<file path="config.mk">
export PLATFORM = sky130hd
export DESIGN_NAME = infix_to_postfix_converter_unit_flat
export DESIGN_NICKNAME = d
export VERILOG_FILES = /design/src/hw/rtl/ifpc_pkg.sv /design/src/hw/rtl/ifpc_if.sv /design/src/hw/rtl/infix_to_postfix_converter_unit.sv /design/src/hw/rtl/ifpc_stack.sv /design/src/hw/rtl/ifpc_outbuf.sv /design/src/flat_wrapper.sv
export SDC_FILE = /design/constraint.sdc
export NUM_CORES = 1
export LEC_CHECK = 0
export ABC_AREA = 1
export BUFFER_PORTS_ARGS = -buffer_cell sky130_fd_sc_hd__buf_2
export CAP_MARGIN = 5
export CORE_ASPECT_RATIO = 0.9
export CORE_MARGIN = 8
export CORE_UTILIZATION = 35
export CTS_CLUSTER_DIAMETER = 50
export DETAILED_ROUTE_END_ITERATION = 10
export SETUP_SLACK_MARGIN = 0.1
export SLEW_MARGIN = 40
export SYNTH_ARGS = -nofsm -noshare
export SYNTH_HDL_FRONTEND = slang
export SYNTH_SLANG_ARGS = --single-unit
</file>
<file path="constraint.sdc">
create_clock -name i_clk -period 6.5 [get_ports i_clk]
set_input_delay 0.975 -clock i_clk [delete_from_list [all_inputs] [get_ports i_clk]]
set_output_delay 0.975 -clock i_clk [all_outputs]
set_load 0.01 [all_outputs]
</file>
<file path="src/hw/rtl/ifpc_pkg.sv">
// ----------------------------------------------------------------------------
// ifpc_pkg: shared types and constants of the infix to postfix converter
// Character codes, operator codes, priorities and the control structs that
// pass between the sequencer, the operator stack and the output buffer.
// ----------------------------------------------------------------------------
package ifpc_pkg;

    // Characters with a meaning of their own; every other value is an operand.
    localparam logic [7:0] CHAR_LP  = 8'h28;  // (
    localparam logic [7:0] CHAR_RP  = 8'h29;  // )
    localparam logic [7:0] CHAR_MUL = 8'h2A;  // *
    localparam logic [7:0] CHAR_ADD = 8'h2B;  // +
    localparam logic [7:0] CHAR_SUB = 8'h2D;  // -
    localparam logic [7:0] CHAR_DIV = 8'h2F;  // /

    // Operator codes as they are held on the stack.
    typedef logic [2:0] t_code;
    localparam t_code CODE_LP  = 3'd0;
    localparam t_code CODE_ADD = 3'd1;
    localparam t_code CODE_SUB = 3'd2;
    localparam t_code CODE_MUL = 3'd3;
    localparam t_code CODE_DIV = 3'd4;

    typedef logic [1:0] t_prio;
    localparam t_prio PRIO_LP  = 2'd0;
    localparam t_prio PRIO_ADD = 2'd1;
    localparam t_prio PRIO_MUL = 2'd2;

    typedef logic [1:0] t_status;
    localparam t_status STATUS_OK       = 2'd0;
    localparam t_status STATUS_OVERFLOW = 2'd1;
    localparam t_status STATUS_UNMATCH  = 2'd2;

    typedef enum logic [1:0] {
        KIND_OPERAND = 2'd0,
        KIND_LPAREN  = 2'd1,
        KIND_RPAREN  = 2'd2,
        KIND_OPER    = 2'd3
    } t_kind;

    // Stack commands issued by the sequencer.
    typedef struct packed {
        logic  push;
        logic  pop;
        t_code data;
    } t_stack_ctl;

    // Output buffer commands issued by the sequencer.
    typedef struct packed {
        logic       cand;
        logic [7:0] cand_char;
        logic       finish;
        logic       last;
    } t_ob_ctl;

    // Output buffer handshake back to the sequencer.
    typedef struct packed {
        logic cand_ok;
        logic fin_ok;
    } t_ob_stat;

    function automatic t_kind f_kind(input logic [7:0] ch);
        t_kind k;
        unique case (ch)
            CHAR_LP:                               k = KIND_LPAREN;
            CHAR_RP:                               k = KIND_RPAREN;
            CHAR_ADD, CHAR_SUB, CHAR_MUL, CHAR_DIV: k = KIND_OPER;
            default:                               k = KIND_OPERAND;
        endcase
        return k;
    endfunction

    function automatic t_code f_code(input logic [7:0] ch);
        t_code c;
        unique case (ch)
            CHAR_ADD: c = CODE_ADD;
            CHAR_SUB: c = CODE_SUB;
            CHAR_MUL: c = CODE_MUL;
            CHAR_DIV: c = CODE_DIV;
            default:  c = CODE_LP;
        endcase
        return c;
    endfunction

    function automatic t_prio f_prio(input t_code c);
        t_prio p;
        unique case (c)
            CODE_MUL, CODE_DIV: p = PRIO_MUL;
            CODE_ADD, CODE_SUB: p = PRIO_ADD;
            default:            p = PRIO_LP;
        endcase
        return p;
    endfunction

    function automatic logic [7:0] f_char(input t_code c);
        logic [7:0] ch;
        unique case (c)
            CODE_LP:  ch = CHAR_LP;
            CODE_ADD: ch = CHAR_ADD;
            CODE_SUB: ch = CHAR_SUB;
            CODE_MUL: ch = CHAR_MUL;
            CODE_DIV: ch = CHAR_DIV;
            default:  ch = 8'h00;
        endcase
        return ch;
    endfunction

endpackage

</file>
<file path="src/hw/rtl/ifpc_if.sv">
// ----------------------------------------------------------------------------
// ifpc_in_if / ifpc_out_if: valid-ready channels of the converter
// The input channel carries one infix character, the output channel one
// postfix result.
// ----------------------------------------------------------------------------
interface ifpc_in_if;
    logic       valid;
    logic       ready;
    logic [7:0] ch;
    logic       is_last;

    modport source (output valid, output ch, output is_last, input ready);
    modport sink   (input valid, input ch, input is_last, output ready);
endinterface

interface ifpc_out_if;
    logic       valid;
    logic       ready;
    logic [7:0] out_char;
    logic       char_valid;
    logic       run_last;
    logic       expr_done;
    logic [1:0] status;

    modport source (output valid, output out_char, output char_valid,
                    output run_last, output expr_done, output status, input ready);
    modport sink   (input valid, input out_char, input char_valid,
                    input run_last, input expr_done, input status, output ready);
endinterface

</file>
<file path="src/hw/rtl/infix_to_postfix_converter_unit.sv">
// ----------------------------------------------------------------------------
// infix_to_postfix_converter_unit: shunting-yard infix to postfix converter
// Takes one infix character per transfer and returns the postfix characters
// that it releases, using a stack of pending operators.
// ----------------------------------------------------------------------------
// Usage:
// The input channel takes one character and an end-of-expression flag per
// transfer. The output channel gives one result per emitted character; the
// last result of a run has run_last set, and expr_done marks the end of the
// whole expression. An empty result (char_valid low) closes a final
// character or an error that released nothing.
// Timing: after a character is taken, the sequencer emits the stack entries
// it pops one at a time, then pushes, emits an operand, drops the matching
// '(' or finds the stack empty; after the flush of a final character it
// finds the stack empty once more, and it then closes the run. Input ready
// is low meanwhile. The stack's registered top read allows one pop per
// cycle while the output buffer takes results. A result waits in the hold
// stage until the next result or the end of its run is known, and then
// moves to the output register.
// When the receiver stalls, one result waits in the output register and one
// in a hold stage; the sequencer then waits. Reset empties the stack and the
// output at once; the stack memory itself needs no clearing.
// ----------------------------------------------------------------------------
module infix_to_postfix_converter_unit #(
    parameter int STACK_DEPTH = 16
) (
    input  logic          i_clk,
    input  logic          i_rst_n,
    ifpc_in_if.sink       i_in,
    ifpc_out_if.source    o_out
);
    localparam int CW = $clog2(STACK_DEPTH + 1);

    // One-hot sequencer states.
    typedef enum logic [3:0] {
        S_IDLE  = 4'b0001,
        S_WORK  = 4'b0010,
        S_FLUSH = 4'b0100,
        S_DONE  = 4'b1000
    } t_state;

    t_state              r_state, n_state;
    logic [7:0]          r_ch, n_ch;
    logic                r_last, n_last;
    ifpc_pkg::t_kind     r_kind, n_kind;
    ifpc_pkg::t_code     r_code, n_code;
    ifpc_pkg::t_prio     r_prio, n_prio;
    ifpc_pkg::t_status   r_status, n_status;
    logic [CW-1:0]       r_lp_count, n_lp_count;   // '(' entries on the stack

    ifpc_pkg::t_stack_ctl w_sctl;
    ifpc_pkg::t_ob_ctl    w_octl;
    ifpc_pkg::t_ob_stat   w_ostat;
    logic [CW-1:0]        w_count;
    ifpc_pkg::t_code      w_top;
    logic                 w_empty;
    logic                 w_full;
    logic                 w_accept;
    t_state               w_after;

    assign i_in.ready = (r_state == S_IDLE);
    assign w_accept   = i_in.valid && i_in.ready;
    assign w_empty    = (w_count == '0);
    assign w_full     = (w_count == CW'(STACK_DEPTH));
    // After the character itself is handled, the run either flushes or closes.
    assign w_after    = r_last ? S_FLUSH : S_DONE;

    ifpc_stack #(
        .DEPTH (STACK_DEPTH)
    ) u_stack (
        .i_clk   (i_clk),
        .i_rst_n (i_rst_n),
        .i_ctl   (w_sctl),
        .o_count (w_count),
        .o_top   (w_top)
    );

    ifpc_outbuf u_outbuf (
        .i_clk    (i_clk),
        .i_rst_n  (i_rst_n),
        .i_ctl    (w_octl),
        .i_status (r_status),
        .o_stat   (w_ostat),
        .o_out    (o_out)
    );

    always_comb begin
        n_state    = r_state;
        n_ch       = r_ch;
        n_last     = r_last;
        n_kind     = r_kind;
        n_code     = r_code;
        n_prio     = r_prio;
        n_status   = r_status;
        n_lp_count = r_lp_count;

        w_sctl.push      = 1'b0;
        w_sctl.pop       = 1'b0;
        w_sctl.data      = r_code;
        w_octl.cand      = 1'b0;
        w_octl.cand_char = ifpc_pkg::f_char(w_top);
        w_octl.finish    = 1'b0;
        w_octl.last      = r_last;

        unique case (r_state)
            S_IDLE: begin
                if (w_accept) begin
                    n_ch     = i_in.ch;
                    n_last   = i_in.is_last;
                    n_kind   = ifpc_pkg::f_kind(i_in.ch);
                    n_code   = ifpc_pkg::f_code(i_in.ch);
                    n_prio   = ifpc_pkg::f_prio(ifpc_pkg::f_code(i_in.ch));
                    n_status = ifpc_pkg::STATUS_OK;
                    // A ')' is unmatched exactly when no '(' waits on the stack.
                    if (n_kind == ifpc_pkg::KIND_RPAREN && r_lp_count == '0) begin
                        n_status = ifpc_pkg::STATUS_UNMATCH;
                    end
                    n_state = S_WORK;
                end
            end
            S_WORK: begin
                unique case (r_kind)
                    ifpc_pkg::KIND_OPERAND: begin
                        if (w_ostat.cand_ok) begin
                            w_octl.cand      = 1'b1;
                            w_octl.cand_char = r_ch;
                            n_state          = w_after;
                        end
                    end
                    ifpc_pkg::KIND_LPAREN: begin
                        if (w_full) begin
                            n_status = ifpc_pkg::STATUS_OVERFLOW;
                        end else begin
                            w_sctl.push = 1'b1;
                            n_lp_count  = r_lp_count + CW'(1);
                        end
                        n_state = w_after;
                    end
                    ifpc_pkg::KIND_RPAREN: begin
                        if (w_empty) begin
                            n_state = w_after;
                        end else if (w_top == ifpc_pkg::CODE_LP) begin
                            w_sctl.pop = 1'b1;
                            n_lp_count = r_lp_count - CW'(1);
                            n_state    = w_after;
                        end else if (w_ostat.cand_ok) begin
                            w_sctl.pop  = 1'b1;
                            w_octl.cand = 1'b1;
                        end
                    end
                    default: begin
                        // Operator: pop while the top binds at least as tightly.
                        if (!w_empty && ifpc_pkg::f_prio(w_top) >= r_prio) begin
                            if (w_ostat.cand_ok) begin
                                w_sctl.pop  = 1'b1;
                                w_octl.cand = 1'b1;
                            end
                        end else begin
                            if (w_full) begin
                                n_status = ifpc_pkg::STATUS_OVERFLOW;
                            end else begin
                                w_sctl.push = 1'b1;
                            end
                            n_state = w_after;
                        end
                    end
                endcase
            end
            S_FLUSH: begin
                // End of expression: every entry goes out, '(' included.
                if (w_empty) begin
                    n_state = S_DONE;
                end else if (w_ostat.cand_ok) begin
                    w_sctl.pop  = 1'b1;
                    w_octl.cand = 1'b1;
                    if (w_top == ifpc_pkg::CODE_LP) begin
                        n_lp_count = r_lp_count - CW'(1);
                    end
                end
            end
            S_DONE: begin
                if (w_ostat.fin_ok) begin
                    w_octl.finish = 1'b1;
                    n_state       = S_IDLE;
                end
            end
            default: begin
                n_state = S_IDLE;
            end
        endcase
    end

    always_ff @(posedge i_clk) begin
        if (!i_rst_n) begin
            r_state    <= S_IDLE;
            r_lp_count <= '0;
        end else begin
            r_state    <= n_state;
            r_lp_count <= n_lp_count;
        end
    end

    always_ff @(posedge i_clk) begin
        r_ch     <= n_ch;
        r_last   <= n_last;
        r_kind   <= n_kind;
        r_code   <= n_code;
        r_prio   <= n_prio;
        r_status <= n_status;
    end

    // The stack never holds more entries than it has room for.
    a_count_bound: assert property (@(posedge i_clk) disable iff (!i_rst_n)
        w_count <= CW'(STACK_DEPTH))
        else $error("operator stack count beyond its depth");

    // The '(' tally can never exceed the number of stacked entries.
    a_lp_bound: assert property (@(posedge i_clk) disable iff (!i_rst_n)
        r_lp_count <= w_count)
        else $error("left paren tally exceeds stack count");

    // A taken character blocks the input for at least the next cycle.
    a_busy_after_accept: assert property (@(posedge i_clk) disable iff (!i_rst_n)
        w_accept |=> !i_in.ready)
        else $error("input ready right after a transfer");

    // At the end of an expression the stack is left empty.
    a_flush_empties: assert property (@(posedge i_clk) disable iff (!i_rst_n)
        (r_state == S_DONE && r_last) |-> w_empty)
        else $error("stack not empty at end of expression");
endmodule

</file>
<file path="src/hw/rtl/ifpc_stack.sv">
// ----------------------------------------------------------------------------
// ifpc_stack: operator stack
// A memory with one write port and a registered top-of-stack read, kept
// current after every push or pop.
// ----------------------------------------------------------------------------
module ifpc_stack #(
    parameter int DEPTH = 16
) (
    input  logic                         i_clk,
    input  logic                         i_rst_n,
    input  ifpc_pkg::t_stack_ctl         i_ctl,
    output logic [$clog2(DEPTH+1)-1:0]   o_count,
    output ifpc_pkg::t_code              o_top
);
    localparam int CW = $clog2(DEPTH + 1);
    localparam int AW = (DEPTH > 1) ? $clog2(DEPTH) : 1;

    ifpc_pkg::t_code mem [DEPTH];
    logic [CW-1:0]   r_count;
    logic [CW-1:0]   n_count;
    logic [CW-1:0]   n_top_idx;
    ifpc_pkg::t_code r_top;

    always_comb begin
        n_count = r_count;
        if (i_ctl.push) begin
            n_count = r_count + CW'(1);
        end else if (i_ctl.pop) begin
            n_count = r_count - CW'(1);
        end
        n_top_idx = n_count - CW'(1);
    end

    always_ff @(posedge i_clk) begin
        if (!i_rst_n) begin
            r_count <= '0;
        end else begin
            r_count <= n_count;
        end
    end

    // The new top is the pushed code itself, or the entry below after a pop.
    always_ff @(posedge i_clk) begin
        if (i_ctl.push) begin
            mem[r_count[AW-1:0]] <= i_ctl.data;
            r_top                <= i_ctl.data;
        end else begin
            r_top <= mem[n_top_idx[AW-1:0]];
        end
    end

    assign o_count = r_count;
    assign o_top   = r_top;
endmodule

</file>
<file path="src/hw/rtl/ifpc_outbuf.sv">
// ----------------------------------------------------------------------------
// ifpc_outbuf: result hold stage and output register
// Keeps the newest result back until it is known whether it ends the run,
// then places it in the output register with its end flags.
// ----------------------------------------------------------------------------
module ifpc_outbuf (
    input  logic                  i_clk,
    input  logic                  i_rst_n,
    input  ifpc_pkg::t_ob_ctl     i_ctl,
    input  ifpc_pkg::t_status     i_status,
    output ifpc_pkg::t_ob_stat    o_stat,
    ifpc_out_if.source            o_out
);
    logic              r_held_v;
    logic [7:0]        r_held_char;
    logic              r_out_v;
    logic [7:0]        r_out_char;
    logic              r_out_cv;
    logic              r_out_rl;
    logic              r_out_ed;
    ifpc_pkg::t_status r_out_st;
    logic              w_can;
    logic              w_need_empty;
    logic              w_load;

    assign w_can        = !r_out_v || o_out.ready;
    assign w_need_empty = !r_held_v && (i_ctl.last || i_status != ifpc_pkg::STATUS_OK);
    assign w_load       = (i_ctl.cand && r_held_v)
                        || (i_ctl.finish && (r_held_v || w_need_empty));

    assign o_stat.cand_ok = !r_held_v || w_can;
    assign o_stat.fin_ok  = w_can;

    always_ff @(posedge i_clk) begin
        if (!i_rst_n) begin
            r_held_v <= 1'b0;
            r_out_v  <= 1'b0;
        end else begin
            if (i_ctl.cand) begin
                r_held_v <= 1'b1;
            end else if (i_ctl.finish) begin
                r_held_v <= 1'b0;
            end
            if (w_load) begin
                r_out_v <= 1'b1;
            end else if (o_out.ready) begin
                r_out_v <= 1'b0;
            end
        end
    end

    always_ff @(posedge i_clk) begin
        if (i_ctl.cand) begin
            r_held_char <= i_ctl.cand_char;
        end
        if (w_load) begin
            r_out_char <= r_held_v ? r_held_char : 8'h00;
            r_out_cv   <= r_held_v;
            r_out_rl   <= i_ctl.finish;
            r_out_ed   <= i_ctl.finish && i_ctl.last;
            r_out_st   <= i_status;
        end
    end

    assign o_out.valid      = r_out_v;
    assign o_out.out_char   = r_out_char;
    assign o_out.char_valid = r_out_cv;
    assign o_out.run_last   = r_out_rl;
    assign o_out.expr_done  = r_out_ed;
    assign o_out.status     = r_out_st;
endmodule
</file>
<file path="src/flat_wrapper.sv">
// flat-port wrapper written by rule: the top's interface ports become plain ports
module infix_to_postfix_converter_unit_flat 
#(
    parameter int STACK_DEPTH = 16
)
  (i_clk, i_rst_n, i_in_valid, i_in_ch, i_in_is_last, i_in_ready, o_out_valid, o_out_out_char, o_out_char_valid, o_out_run_last, o_out_expr_done, o_out_status, o_out_ready);
  ifpc_in_if i_in_i ();
  ifpc_out_if o_out_i ();
  input  logic i_clk;
  input  logic i_rst_n;
  input wire logic [$bits(i_in_i.valid)-1:0] i_in_valid;
  input wire logic [$bits(i_in_i.ch)-1:0] i_in_ch;
  input wire logic [$bits(i_in_i.is_last)-1:0] i_in_is_last;
  output wire logic [$bits(i_in_i.ready)-1:0] i_in_ready;
  output wire logic [$bits(o_out_i.valid)-1:0] o_out_valid;
  output wire logic [$bits(o_out_i.out_char)-1:0] o_out_out_char;
  output wire logic [$bits(o_out_i.char_valid)-1:0] o_out_char_valid;
  output wire logic [$bits(o_out_i.run_last)-1:0] o_out_run_last;
  output wire logic [$bits(o_out_i.expr_done)-1:0] o_out_expr_done;
  output wire logic [$bits(o_out_i.status)-1:0] o_out_status;
  input wire logic [$bits(o_out_i.ready)-1:0] o_out_ready;
  assign i_in_i.valid = i_in_valid;
  assign i_in_i.ch = i_in_ch;
  assign i_in_i.is_last = i_in_is_last;
  assign i_in_ready = i_in_i.ready;
  assign o_out_valid = o_out_i.valid;
  assign o_out_out_char = o_out_i.out_char;
  assign o_out_char_valid = o_out_i.char_valid;
  assign o_out_run_last = o_out_i.run_last;
  assign o_out_expr_done = o_out_i.expr_done;
  assign o_out_status = o_out_i.status;
  assign o_out_i.ready = o_out_ready;
  infix_to_postfix_converter_unit #(.STACK_DEPTH(STACK_DEPTH)) u_core (.i_clk(i_clk), .i_rst_n(i_rst_n), .i_in(i_in_i), .o_out(o_out_i));
endmodule
</file>
==> run summary <==
Dividing the detail-routed wire length by the instance count gives 13.4 um. The number of nets in the final layout came out at 573. TritonCTS built the clock tree. At the pin with the least slew margin, the transition time is 0.804 ns.

The number of nets handed over by synthesis was 544. For the sum of internal, switching and leakage power, the log shows 0.00216 W. The run gives 0 as the number of setup violations in the final report.

The path class of the tightest hold or removal check is reg -> reg. The detailed-route vias per instance works out to 4.67. The flow ran to the end, and the final reports show no timing, DRC or antenna violations.

The fraction of registers with async set or reset after synthesis came out at 0%. The number of antenna diodes was 0; the number of placement rows was 41. In the global route stage, overall resource usage came out at 11.2%. In the detailed route, the total length drawn on met2 is 4510 um. The number of inserted filler cells in the final layout is 1396. After layout, the worst path uses 62.2% of the clock period. In this run, synthesis inferred 87 flip-flops with an integrated enable.

The post-route netlist has 12.2% of its cells at a drive strength greater than 1. Max-cap violations in this run came to 0. For the final routed database, the setup TNS stands at 0 ns. For the number of global-route vias before repair, the log shows 3341. The worst hold path was traced through 0 stages. Yosys instantiated no cell more often than sky130_fd_sc_hd__nand2_1. The wire length on met3 is 525 um, and the post-synthesis register bit count is 107.

At the end of routability-driven placement, the weighted congestion stood at 0.901. The initial antenna violation count came out at 0. After synthesis, the most frequently instantiated cells are sky130_fd_sc_hd__nand2_1 (109), sky130_fd_sc_hd__edfxtp_1 (87), sky130_fd_sc_hd__inv_1 (83), sky130_fd_sc_hd__nor2_1 (63), sky130_fd_sc_hd__nand3_1 (43).

The worst setup path is of the reg -> reg kind. After the first detailed-routing iteration, the DRC count stood at 297. The first global-routing pass estimated 16200 um of wire. The detailed-routing wirelength on met1 came out at 4770 um.

Entering global routing, the biggest net connects 30 pins. The total count of hold-check failures in the final report came out at 0. For the number of detailed-route iterations in the first pass, the log shows 5. The logs give 107 for the number of clock sinks seen by CTS and 247 MHz for the top achievable clock speed.

At the later pin of the worst-skew pair, clock insertion delay measures 0.35 ns. The tools report the count of yosys warnings during synthesis as 0. The core region area came out at 0.0141 sq mm. Setup repair after global routing left no endpoint under its margin. In this run the tool buffered the top-level ports with 27 buffer cells.

The clock-pin slew on the worst setup and hold paths came out at 0.07 ns. Summed over all nets, the half-perimeter wirelength after detailed placement is 7240 um. The max-slew headroom at the worst pin was 46.3%.

For this run, design rule violations remaining after detail routing come to 0. The run gives 42 as the number of library cell types mapped by synthesis. Sequential cells were found to cover 59.9% of the synthesized design area. The maximum fanout count along the critical path works out to 29. CTS built an H-tree with a depth of 3.

For the max-slew violation count, the log shows 0. The average size of a mapped cell works out to 9.74 sq um. Counting the buffers created by CTS gives 9.

The detail route stage leaves a number of antenna-violating nets equal to 0. The detailed router used layers up to and including met4. The die covers 0.0185 sq mm. Compared with the post-synthesis result, the final layout area differs by 12.4%. The top-level port count was 28. Leakage power: 2.36 nW. The tools report the post-route core utilization as 40.2%. For the total congestion overflow after global routing, the log shows 0. Post-CTS repair changed the size of 0 cells. In this run the deepest clock path goes through 2 buffers. The depth of the worst register-to-register path is 17. On the final layout, the worst clock skew is 0.00558 ns. In this run the biggest area consumer among cell types represents 52.0% of the synthesized area. By area the synthesized netlist is led by sky130_fd_sc_hd__edfxtp_1 (52%), sky130_fd_sc_hd__nand2_1 (8.1%), sky130_fd_sc_hd__dfxtp_1 (8.0%).

sky130_fd_sc_hd__edfxtp_1 takes more of the synthesized area than any other cell. The cell at the root of the clock tree was sky130_fd_sc_hd__clkbuf_16. The instance count of the mapped netlist is 516. The worst setup path is captured at a flip-flop. After detailed placement, the total cell area comes to 0.00534 sq mm.

STA classifies the critical path startpoint as a flip-flop. The count of buffers added by post-CTS timing repair for setup was 0; the count of hold buffers inserted by post-cts repair was 0. The overall die width is 142 um, and the post-synthesis instance area is 0.00503 sq mm.

The worst endpoint required time came out at 6.49 ns. The starting density of the core came out at 35.8%. The maximum vdd ir drop came out at 0.189 mV. The tools report the vias after detailed routing as 3472. For the worst setup path, the data arrival time is 4.03 ns. Once layout is done, the placed cells without fillers occupy 0.00565 sq mm. Among all flip-flop cells after synthesis, the most frequent one is sky130_fd_sc_hd__edfxtp_1. The final layout contains routed wiring with a total length of 9930 um.

From bottom edge to top edge, the die measures 130 um. The routed design could run at a clock period as short as 4.04 ns. Total power divided by cell area: 382 mW/mm^2.
-- cells by family (layout without fill, tap and decap cells) --
group,count (synthesis),count (layout),synth area share [%]
flops,107,107,59.9
buf+inv,98,132,7.96
xor+xnor,6,6,1.19
simple gates,240,240,21.1
fa+ha+maj,15,15,3.73
compound gates,50,50,6.12
-- area by class of cell --
type	instances	area, sq um	area share (%)
Clock buffer	9	225	3.98
Clock inverter	7	83.8	1.48
Inverter	88	330	5.84
Multi-Input combinational cell	311	1620	28.6
Sequential cell	107	3010	53.3
Tap cell	193	241	4.27
Timing Repair Buffer	28	143	2.52
-- report_power, final --
group | internal (W) | switching, W | total (W)
logic | 0.000186 | 0.000404 | 0.000589
clock network | 0.000305 | 0.000250 | 0.000555
registers | 0.000913 | 0.000102 | 0.00102
-- cell usage in the layout, fill, tap and decap left out, drive strengths merged --
cell type  count
or2            1
clkinvlp       3
a211oi         3
o211ai         4
a211o          1
o21a           1
nor3b          1
dfxtp         20
xor2           4
a31oi          4
a21oi         13
nor3           6
inv           91
nand2        115
xnor2          2
nand4          6
o21ai         20
nand3b         1
bufinv         1
nand3         44
buf           28
nor2          65
clkbuf         9
o2111ai        1
edfxtp        87
nor4b          1
a31o           1
a32o           1
ha            15
o41ai          1
-- critical path, cell delays in order (launching register included) --
cell and delay (ns):
sky130_fd_sc_hd__dfxtp_1 0.31, sky130_fd_sc_hd__buf_4 0.28, sky130_fd_sc_hd__inv_1 0.34, sky130_fd_sc_hd__o21ai_0 0.34, sky130_fd_sc_hd__nand3_1 0.10, sky130_fd_sc_hd__nand3_1 0.11, sky130_fd_sc_hd__nand2_2 0.08, sky130_fd_sc_hd__a21oi_1 0.14
sky130_fd_sc_hd__o21ai_0 0.11, sky130_fd_sc_hd__ha_1 0.27, sky130_fd_sc_hd__o21ai_0 0.07, sky130_fd_sc_hd__nand2_1 0.13, sky130_fd_sc_hd__nand3_1 0.10, sky130_fd_sc_hd__a21oi_1 0.24, sky130_fd_sc_hd__nand2_1 0.09, sky130_fd_sc_hd__nand2_1 0.37
sky130_fd_sc_hd__nand2_1 0.14, sky130_fd_sc_hd__nand2_1 0.44
-- per-layer routing --
layer  global-route usage [%]  up-vias
li1                         -     1752
met1                     14.7     1616
met2                     17.8       93
met3                     2.59       11
met4                     3.93        0
met5                        0        -
-- state kept, by name, summed over array words and instances, names as in the netlist, 2 cells and up, named ones only --
| signal | count |
|---|---|
| u_core.u_outbuf.r_held_char | 8 |
| u_core.u_outbuf.o_out.status | 2 |
| u_core.r_status | 2 |
| u_core.r_state | 4 |
| u_core.r_lp_count | 5 |
| u_core.r_code | 3 |
| u_core.r_ch | 8 |
| u_core.u_stack.o_count | 5 |
| u_core.r_kind | 2 |
| u_core.u_outbuf.o_out.out_char | 8 |
| u_core.u_stack.mem | 48 |
| u_core.r_prio | 2 |
-- final timing paths --
check	startpoint	to	slack, ns
max	flip-flop	u_core.u_outbuf.o_out.out_char[5]	2.46
min	u_core.r_status[0]	u_core.u_outbuf.o_out.status[0]	0.47
max reg2reg	flip-flop	u_core.u_outbuf.o_out.out_char[5]	2.46
min reg2reg	u_core.r_status[0]	u_core.u_outbuf.o_out.status[0]	0.47
-- through the flow --
stage	cells	hold slack, ns	worst slack (ns)
2_1_floorplan	516	0.428	3.29
3_3_place_gp	727	0.452	2.44
3_5_place_dp	727	0.453	2.51
4_1_cts	743	0.470	2.51
5_1_grt	743	0.488	2.03
6_report	743	0.473	2.46
Power figures use the tool's default switching activity.
